===== config.mk =====
export PLATFORM = sky130hd
export DESIGN_NAME = hvn_fifo
export DESIGN_NICKNAME = d
export VERILOG_FILES = /design/src/design/hvn_pkg.sv /design/src/design/hvn_fifo.sv
export SDC_FILE = /design/constraint.sdc
export NUM_CORES = 1
export LEC_CHECK = 0
export BUFFER_PORTS_ARGS = -buffer_cell sky130_fd_sc_hd__clkbuf_2
export CORE_MARGIN = 2
export CORE_UTILIZATION = 56
export DETAILED_ROUTE_END_ITERATION = 8
export PLACE_DENSITY_LB_ADDON = 0.05
export SLEW_MARGIN = 20
export SYNTH_ARGS = -nofsm -noshare
export SYNTH_HDL_FRONTEND = slang
export SYNTH_SLANG_ARGS = --single-unit
export TNS_END_PERCENT = 20

===== constraint.sdc =====
create_clock -name clk_i -period 8.4 [get_ports clk_i]
set_input_delay 1.26 -clock clk_i [delete_from_list [all_inputs] [get_ports clk_i]]
set_output_delay 1.26 -clock clk_i [all_outputs]
set_load 0.03 [all_outputs]

===== src/design/hvn_pkg.sv =====
// shared types, constants and helpers of the heightfield vertex normal block
// used by every module of the block but hvn_ram; depends on nothing

package hvn_pkg;

  localparam int unsigned MAX_GRID  = 256;
  localparam int unsigned GRID_AW   = $clog2(MAX_GRID);
  localparam int unsigned SLOT_AW   = GRID_AW + 1;
  localparam int unsigned SIDE_W    = GRID_AW + 1;
  localparam int unsigned JOB_DEPTH = 2;
  localparam int unsigned JOB_AW    = $clog2(JOB_DEPTH);

  localparam logic [SIDE_W-1:0] GRID_RESET = SIDE_W'(50);

  // component select of the normalizing unit
  localparam logic [1:0] COMP_X = 2'd0;
  localparam logic [1:0] COMP_Y = 2'd1;
  localparam logic [1:0] COMP_Z = 2'd2;

  // one completed cell, handed from the front to the back
  typedef struct packed {
    logic signed [16:0] lx;
    logic signed [16:0] ly;
    logic signed [16:0] ux;
    logic signed [16:0] uy;
    logic [GRID_AW-1:0] a;
    logic [GRID_AW-1:0] b;
    logic               last_col;
    logic               last_row;
    logic [GRID_AW-1:0] nm1;
  } job_t;

  function automatic logic [15:0] mag17(logic signed [16:0] v);
    logic [16:0] t;
    t = v[16] ? 17'(-v) : 17'(v);
    return t[15:0];
  endfunction

  // apply sign to a magnitude of at most 32768, saturating the positive side
  function automatic logic signed [15:0] sat_sign(logic neg, logic [16:0] q);
    logic [16:0] t;
    t = 17'd0 - q;
    if (neg) begin
      return signed'(t[15:0]);
    end else if (q > 17'd32767) begin
      return 16'sh7fff;
    end else begin
      return signed'(q[15:0]);
    end
  endfunction

endpackage


===== src/design/hvn_fifo.sv =====
// two entry job queue between front and back end
// uses hvn_pkg for the job type

module hvn_fifo (
  input  logic          clk_i,
  input  logic          rst_ni,
  input  logic          push_i,
  input  hvn_pkg::job_t data_i,
  output logic          full_o,
  input  logic          pop_i,
  output hvn_pkg::job_t data_o,
  output logic          empty_o
);
  import hvn_pkg::*;

  job_t              mem_q [JOB_DEPTH];
  logic [JOB_AW-1:0] wptr_q, rptr_q;
  logic [JOB_AW:0]   cnt_q;
  logic              do_push, do_pop;

  assign full_o  = (cnt_q == (JOB_AW+1)'(JOB_DEPTH));
  assign empty_o = (cnt_q == '0);
  assign data_o  = mem_q[rptr_q];
  assign do_push = push_i && !full_o;
  assign do_pop  = pop_i && !empty_o;

  always_ff @(posedge clk_i or negedge rst_ni) begin
    if (!rst_ni) begin
      wptr_q <= '0;
      rptr_q <= '0;
      cnt_q  <= '0;
    end else begin
      if (do_push) begin
        wptr_q <= wptr_q + JOB_AW'(1);
      end
      if (do_pop) begin
        rptr_q <= rptr_q + JOB_AW'(1);
      end
      if (do_push && !do_pop) begin
        cnt_q <= cnt_q + (JOB_AW+1)'(1);
      end else if (do_pop && !do_push) begin
        cnt_q <= cnt_q - (JOB_AW+1)'(1);
      end
    end
  end

  always_ff @(posedge clk_i) begin
    if (do_push) begin
      mem_q[wptr_q] <= data_i;
    end
  end

endmodule


Word-level counts from Yosys, hierarchy flattened
Memories as Yosys holds them, arrays and structs flattened.
Cells that the tools add are included.

operators by class
  reduce and logical (&&, ||, !) cells = 10
  eq/ne operators = 1
  add/subtract/negate cells = 4
  mux-type cells = 4

operator list
  cell                   count
  $logic_and A1 B1 Y1    4
  $logic_not A1 Y1       4
  $mux W2                2
  $add A1 B1 Y1 const B  2
  $add A2 B1 Y2 const B  1
  $eq A2 B2 Y1 const B   1
  $logic_not A2 Y1       1
  $mux W1                2
  $reduce_bool A2 Y1     1
  $sub A2 B1 Y2 const B  1

word-level totals
  bits in registers = 4
  logic and storage cells = 23
  bits in writable memories = 188
  memories kept = 1
  bits of input ports = 98
  output and inout bits = 96

memories
  memory  depth  bits a word  rd ports  clocked after memory_dff  write ports  line            text
  mem_q   2      94           1         0                         1            hvn_fifo.sv:16  job_t mem_q [JOB_DEPTH];

Depth between registers and ports, before layout
Gate-level depths: netlist of run 1.

  depth after elaboration = 7
  mapped depth = 7
  gate-level depth less buffers = 7

Worst setup path after synthesis of run 1
Ideal clock, no wire load.

  kind = input -> register
  from = in push_i
  to = mem mem_q[0][0] (netlist name) (enable)
  stages = 2
  arrival time = 5264 ps
  buffers on the path = 0
  required time = 7853 ps
  path slack = 2589 ps
  path through = nand2_1 -> nor2_1

on the way
  word-level cells in the longest chain between the ends = 3

ends and longest elaborated chain
  what                           line            text
  from (decl)                    hvn_fifo.sv:7   input logic push_i,
  $logic_and A1 B1 Y1            hvn_fifo.sv:24  assign do_push = push_i && !full_o;
  $mux W1                        hvn_fifo.sv:48  if (do_push) begin
  $mux W1 (not written as such)  hvn_fifo.sv:49  mem_q[wptr_q] <= data_i;
  to (decl)                      hvn_fifo.sv:16

Every way passes these cells.

==> results.json, run 1 <==
{
  "status": "finished clean",
  "drc": 0,
  "vias_per_cell": 4.99,
  "rows": 41,
  "grt_pass1_wl_um": 19000,
  "port_buffers": 193,
  "cts_buffers": 17,
  "ys_async_sr_fraction_pct": 2.08,
  "synth_top_flop_cell": "edfxtp_1",
  "drt-wirelength-per-cell_um": 17.2,
  "synth.distinct_cells": 16,
  "design_area_um2": 8800,
  "yosysTopAreaCell": "edfxtp_1",
  "area_delta_synth_final_pct": 22.3,
  "worst_pin_slew_ns": 0.885,
  "timing.rr.start": "cnt_q[0]",
  "cts_setup_buffers": 0,
  "ys_ff_latch": 192,
  "slew_headroom_pct": 41.0,
  "synthTopCellsByCount": "edfxtp_1 (188), mux2_4 (50), mux2_2 (44)",
  "synthCells": 312,
  "antenna_cells": 0,
  "first_pass_iters": 4,
  "die_x_um": 117,
  "required_ns": 7.14,
  "antenna_found_initial": 0,
  "p_leak_nw": 3.49,
  "die_area_um2": 13800,
  "powerDensity_nw_per_um2": 377,
  "reg2regPathDepth": 4,
  "r2r_slack_ns": 5.73,
  "boundaryPins": 194,
  "hold_viol": 0,
  "place_ws_ns": 4.80,
  "tns_ns": 0,
  "die_y_um": 117,
  "critPathLaunchType": "register",
  "insertion_delay_ns": 0.42,
  "slew_viol_final": 0,
  "worstSetupStartpoint": "rptr_q",
  "hold_depth": 1,
  "min_period_ns": 4.01,
  "grtUsageTotal_pct": 18.3,
  "yosysMostFrequentCell": "edfxtp_1",
  "start_util_pct": 57.2,
  "holdWs_ns": 0.521,
  "placedInstanceArea_um2": 8310,
  "synth_nets": 411,
  "setup_viol": 0,
  "clock_skew_ns": 0.00541,
  "cts.clk_slew.worst_paths_ns": 0.06,
  "fin_ws_ns": 4.39,
  "vdd_drop_max_mv": 0.199,
  "cp_max_fo": 52,
  "max_freq_mhz": 249,
  "finalPower_mw": 3.32,
  "hold_class": "register to register",
  "final_util_pct": 70.0,
  "place_congestion": 0.734,
  "grt_pass1_vias": 3672,
  "gr-total-overflow": 0,
  "fin_nets": 615,
  "clockBufferDepth": 2,
  "wl_um": 12100,
  "grt_max_degree": 66,
  "cts-root-buf": "clkbuf_16",
  "worstHoldStart": "cnt_q[1]",
  "layoutNonFillerInstCount": 701,
  "synth_top_area_share_pct": 78.5,
  "vias": 3501,
  "dp_cells": 669,
  "cap_viol_max_count": 0,
  "rsz0062_at_grt": "false",
  "whs_endpoint": "cnt_q[1]",
  "hold_buffers": 0,
  "final_layout_size_suffix_gt1_share_pct": 59.5,
  "cts_resized": 0,
  "synth-edff-count": 188,
  "clkSinkCount": 192,
  "dp_hpwl_um": 7980,
  "netlist_area_um2": 7190,
  "core-area_um2": 12600,
  "r2r_end": "mem_q[0][29]",
  "min_period_over_period_pct": 47.7,
  "synth.area.top_cells": "edfxtp_1 (79%), mux2_4 (10%), mux2_2 (6.9%)",
  "end_kind": "output pin",
  "cp.arrival_ns": 2.75,
  "ctsHtreeMaxLevel": 4,
  "yosys_warnings": 0,
  "drt_iter0_markers": 242,
  "worstSetupPathType": "register to output pin",
  "tritoncts": "yes",
  "seq_area_frac_synth_pct": 79.9,
  "synth_area_per_cell_um2": 23.0,
  "ant_nets": 0
}
## layout make-up
type                       count  area, um2
sequential                   192       5750
fill                         847       3770
inverter                       2       7.51
timing repair buffer         196        988
clock inverter                12       51.3
multi-input combinational    107       1350
tap                          172        215
clock buffer                  20        437
## registers in the layout, indices dropped and copies added, names as in the netlist
| register | cells |
|---|---|
| wptr_q | 1 |
| cnt_q | 2 |
| rptr_q | 1 |
| mem_q | 188 |
## worst max path at each step
stage,cells past startpoint,slack [ns],to
3_5_place_dp,3,4.80,data_o[2]
2_1_floorplan,2,2.59,mem_q[0][0]
5_1_grt,3,4.25,data_o[2]
6_report,3,4.39,data_o[2]
4_1_cts,3,4.33,data_o[2]
3_3_place_gp,3,4.82,data_o[2]
## cell families (layout without fill, tap and decap cells)
family | Yosys count | in the layout | share of synthesized area (%)
multiplexers | 94 | 94 | 17.3
adder cells (fa/ha/maj) | 1 | 1 | 0.174
XOR/XNOR | 5 | 5 | 0.609
AO/OA/AOI/OAI | 1 | 1 | 0.0695
flip-flops | 192 | 192 | 79.9
buffers and inverters | 13 | 230 | 1.53
AND/OR/NAND/NOR | 6 | 6 | 0.383
## routing by layer
metal	part of all wire [%]	global-route usage (%)	vias up
li1	-	-	1639
met1	41	22.8	1717
met2	50	29.5	130
met3	6.9	6.13	15
met4	2.1	8.21	0
met5	0	0	-
## cell usage in the layout (no fill, tap or decap), drive strengths merged
master / netlist / routed
ha: 1 / 1
nand2b: 1 / 1
xnor2: 3 / 3
clkbuf: 0 / 213
dfrtp: 4 / 4
clkinv: 0 / 12
xor2: 2 / 2
nand2: 1 / 1
nor2: 3 / 3
o21ai: 1 / 1
inv: 2 / 2
mux2: 94 / 94
and3: 1 / 1
edfxtp: 188 / 188
buf: 11 / 3
## where the power goes
group	internal, mW	total (mW)	switching (mW)
clock network	0.368	0.673	0.305
registers	1.31	1.42	0.106
logic	0.456	1.23	0.770
## worst max-delay path, stage by stage (launching register included)
cell and delay [ns]:
dfrtp_4 0.94, buf_4 0.75, mux2_2 0.42, clkbuf_2 0.18
No activity file was read; power rests on OpenSTA's default activity.
==> run 2: changes to the inputs <==
--- a/config.mk
+++ b/config.mk
@@ -7,7 +7,7 @@
 export LEC_CHECK = 0
 export BUFFER_PORTS_ARGS = -buffer_cell sky130_fd_sc_hd__clkbuf_2
 export CORE_MARGIN = 2
-export CORE_UTILIZATION = 56
+export CORE_UTILIZATION = 52
 export DETAILED_ROUTE_END_ITERATION = 8
 export PLACE_DENSITY_LB_ADDON = 0.05
 export SLEW_MARGIN = 20
==> constraint.sdc (replaced) <==
create_clock -name clk_i -period 4.1 [get_ports clk_i]
set_input_delay 0.615 -clock clk_i [delete_from_list [all_inputs] [get_ports clk_i]]
set_output_delay 0.615 -clock clk_i [all_outputs]
set_load 0.03 [all_outputs]
==> run 2 against run 1 <==
Against the previous run: global-route usage down 1.7 points; count of clock-buffer cells in the layout up 3; sequential share of layout area down 0.81 points; highest routed layer unchanged; cell count up 0.71%; first-iteration DRC count down 8.3%.
==> results.json, run 2 (synthesis results as in run 1) <==
{
  "slew_viol_final": 0,
  "vias_per_cell": 4.98,
  "worst_pin_slew_ns": 0.815,
  "grtUsageTotal_pct": 16.6,
  "cts-root-buf": "clkbuf_16",
  "rows": 42,
  "path_cells": "buf_12, mux2_2, clkbuf_2",
  "min_period_over_period_pct": 72.8,
  "drt-wirelength-per-cell_um": 16.6,
  "setup_viol": 0,
  "boundaryPins": 194,
  "p_leak_nw": 3.53,
  "grt_pass1_wl_um": 17900,
  "port_buffers": 193,
  "cts_buffers": 17,
  "worstSetupPathType": "register to output pin",
  "clkSinkCount": 192,
  "fin_nets": 617,
  "die_area_um2": 14800,
  "grt_max_degree": 54,
  "area_delta_synth_final_pct": 23.9,
  "top_register": "mem_q",
  "rsz0062_at_grt": "false",
  "layout_common_cells": "clkbuf_2 (193), edfxtp_1 (188), mux2_4 (50)",
  "hold_viol": 0,
  "gr-total-overflow": 0,
  "vdd_drop_max_mv": 0.395,
  "cts.clk_slew.worst_paths_ns": 0.06,
  "ant_nets": 0,
  "cp.arrival_ns": 2.37,
  "clock_skew_ns": 0.00692,
  "required_ns": 3.48,
  "antenna_cells": 0,
  "dp_hpwl_um": 7880,
  "slowest_delay_ns": 0.93,
  "critPathLaunchType": "register",
  "core-area_um2": 13300,
  "tritoncts": "yes",
  "die_y_um": 122,
  "powerDensity_nw_per_um2": 780,
  "place_congestion": 0.726,
  "grt_pass1_vias": 3555,
  "max_freq_mhz": 335,
  "min_period_ns": 2.98,
  "die_x_um": 122,
  "start_util_pct": 53.9,
  "wl_um": 11800,
  "ctsHtreeMaxLevel": 4,
  "top_regs": "mem_q (188), cnt_q (2)",
  "clockBufferDepth": 2,
  "layout_commonest_cell": "clkbuf_2",
  "vias": 3516,
  "drc": 0,
  "cap_viol_max_count": 0,
  "cp_max_fo": 53,
  "end_kind": "output pin",
  "fillers": 959,
  "hold_class": "primary input to register",
  "insertion_delay_ns": 0.42,
  "slowest_stage": "dfrtp_4",
  "slew_headroom_pct": 45.5,
  "largest_reg_flops": 188,
  "final_layout_size_suffix_gt1_share_pct": 59.8,
  "drt_iter0_markers": 222,
  "tns_ns": 0,
  "final_util_pct": 66.7,
  "first_pass_iters": 4,
  "status": "finished clean",
  "antenna_found_initial": 0
}
## run 2: changes by cell type in the layout (fill, tap and decap cells not counted)
cell and delta:
clkinv_1 -5, buf_12 +3, clkbuf_1 +3, buf_4 -2, bufinv_16 +2, clkinv_2 -2, clkinvlp_4 +1, dlygate4sd3_1 +1
## run 2: what timing repair did
action	CTS	global route
endpoints found under the hold margin	4	0
hold buffers	1	0
resized for setup	0	0
setup buffers	0	0
## run 2: final cells by class
class | instances | area (um2) | share of cell area, %
Clock buffer | 23 | 448 | 5.03
Sequential cell | 192 | 5750 | 64.6
Inverter | 2 | 7.51 | 0.0843
Tap cell | 176 | 220 | 2.47
Clock inverter | 8 | 90.1 | 1.01
Timing Repair Buffer | 198 | 1040 | 11.7
Multi-Input combinational cell | 107 | 1350 | 15.1
## run 2: path summary, 6_finish.rpt
path	startpoint	endpoint	slack, ns	cells after the start
setup / recovery	rptr_q	data_o[72]	1.12	3
hold / removal	data_i[64]	mem_q[0][64]	0.38	1
setup reg to reg	cnt_q[0]	mem_q[0][22]	1.91	4
max in group asynchronous	rst_ni	rptr_q	3.41	2
hold reg to reg	cnt_q[1]	cnt_q[1]	0.53	1
min in group asynchronous	rst_ni	wptr_q	0.55	2
## run 2: report_power, final
| group | switching, mW | total (mW) | internal, mW | leakage [nW] |
|---|---|---|---|---|
| clock | 0.622 | 1.51 | 0.886 | 0.260 |
| combinational | 1.56 | 2.53 | 0.965 | 1.48 |
| sequential | 0.220 | 2.90 | 2.68 | 1.79 |
## run 2: layer usage
metal | vias up | track usage (%) | part of all wire (%)
met5 | - | 0 | 0
met4 | 0 | 7.18 | 1.9
met3 | 16 | 8.15 | 10
met2 | 140 | 25.8 | 49
met1 | 1711 | 19.9 | 40
li1 | 1649 | - | -
## run 2: through the flow
stage          hold WS (ns)  setup WS [ns]  std cells  power (mW)  cell area, um2
2_1_floorplan         0.319          0.515        312        4.91            7190
3_3_place_gp          0.426           1.54        674        5.49            8360
3_5_place_dp          0.429           1.54        674        5.52            8360
4_1_cts               0.365           1.09        706        7.03            8910
5_1_grt               0.361          0.989        706        7.26            8910
6_report              0.379           1.12        706        6.94            8910
## run 2: worst max-delay path: cells and delay by family, from the launching register on
| kind | cells | cell delay (ns) |
|---|---|---|
| buffers and inverters | 2 | 0.56 |
| flip-flops | 1 | 0.93 |
| multiplexers | 1 | 0.38 |
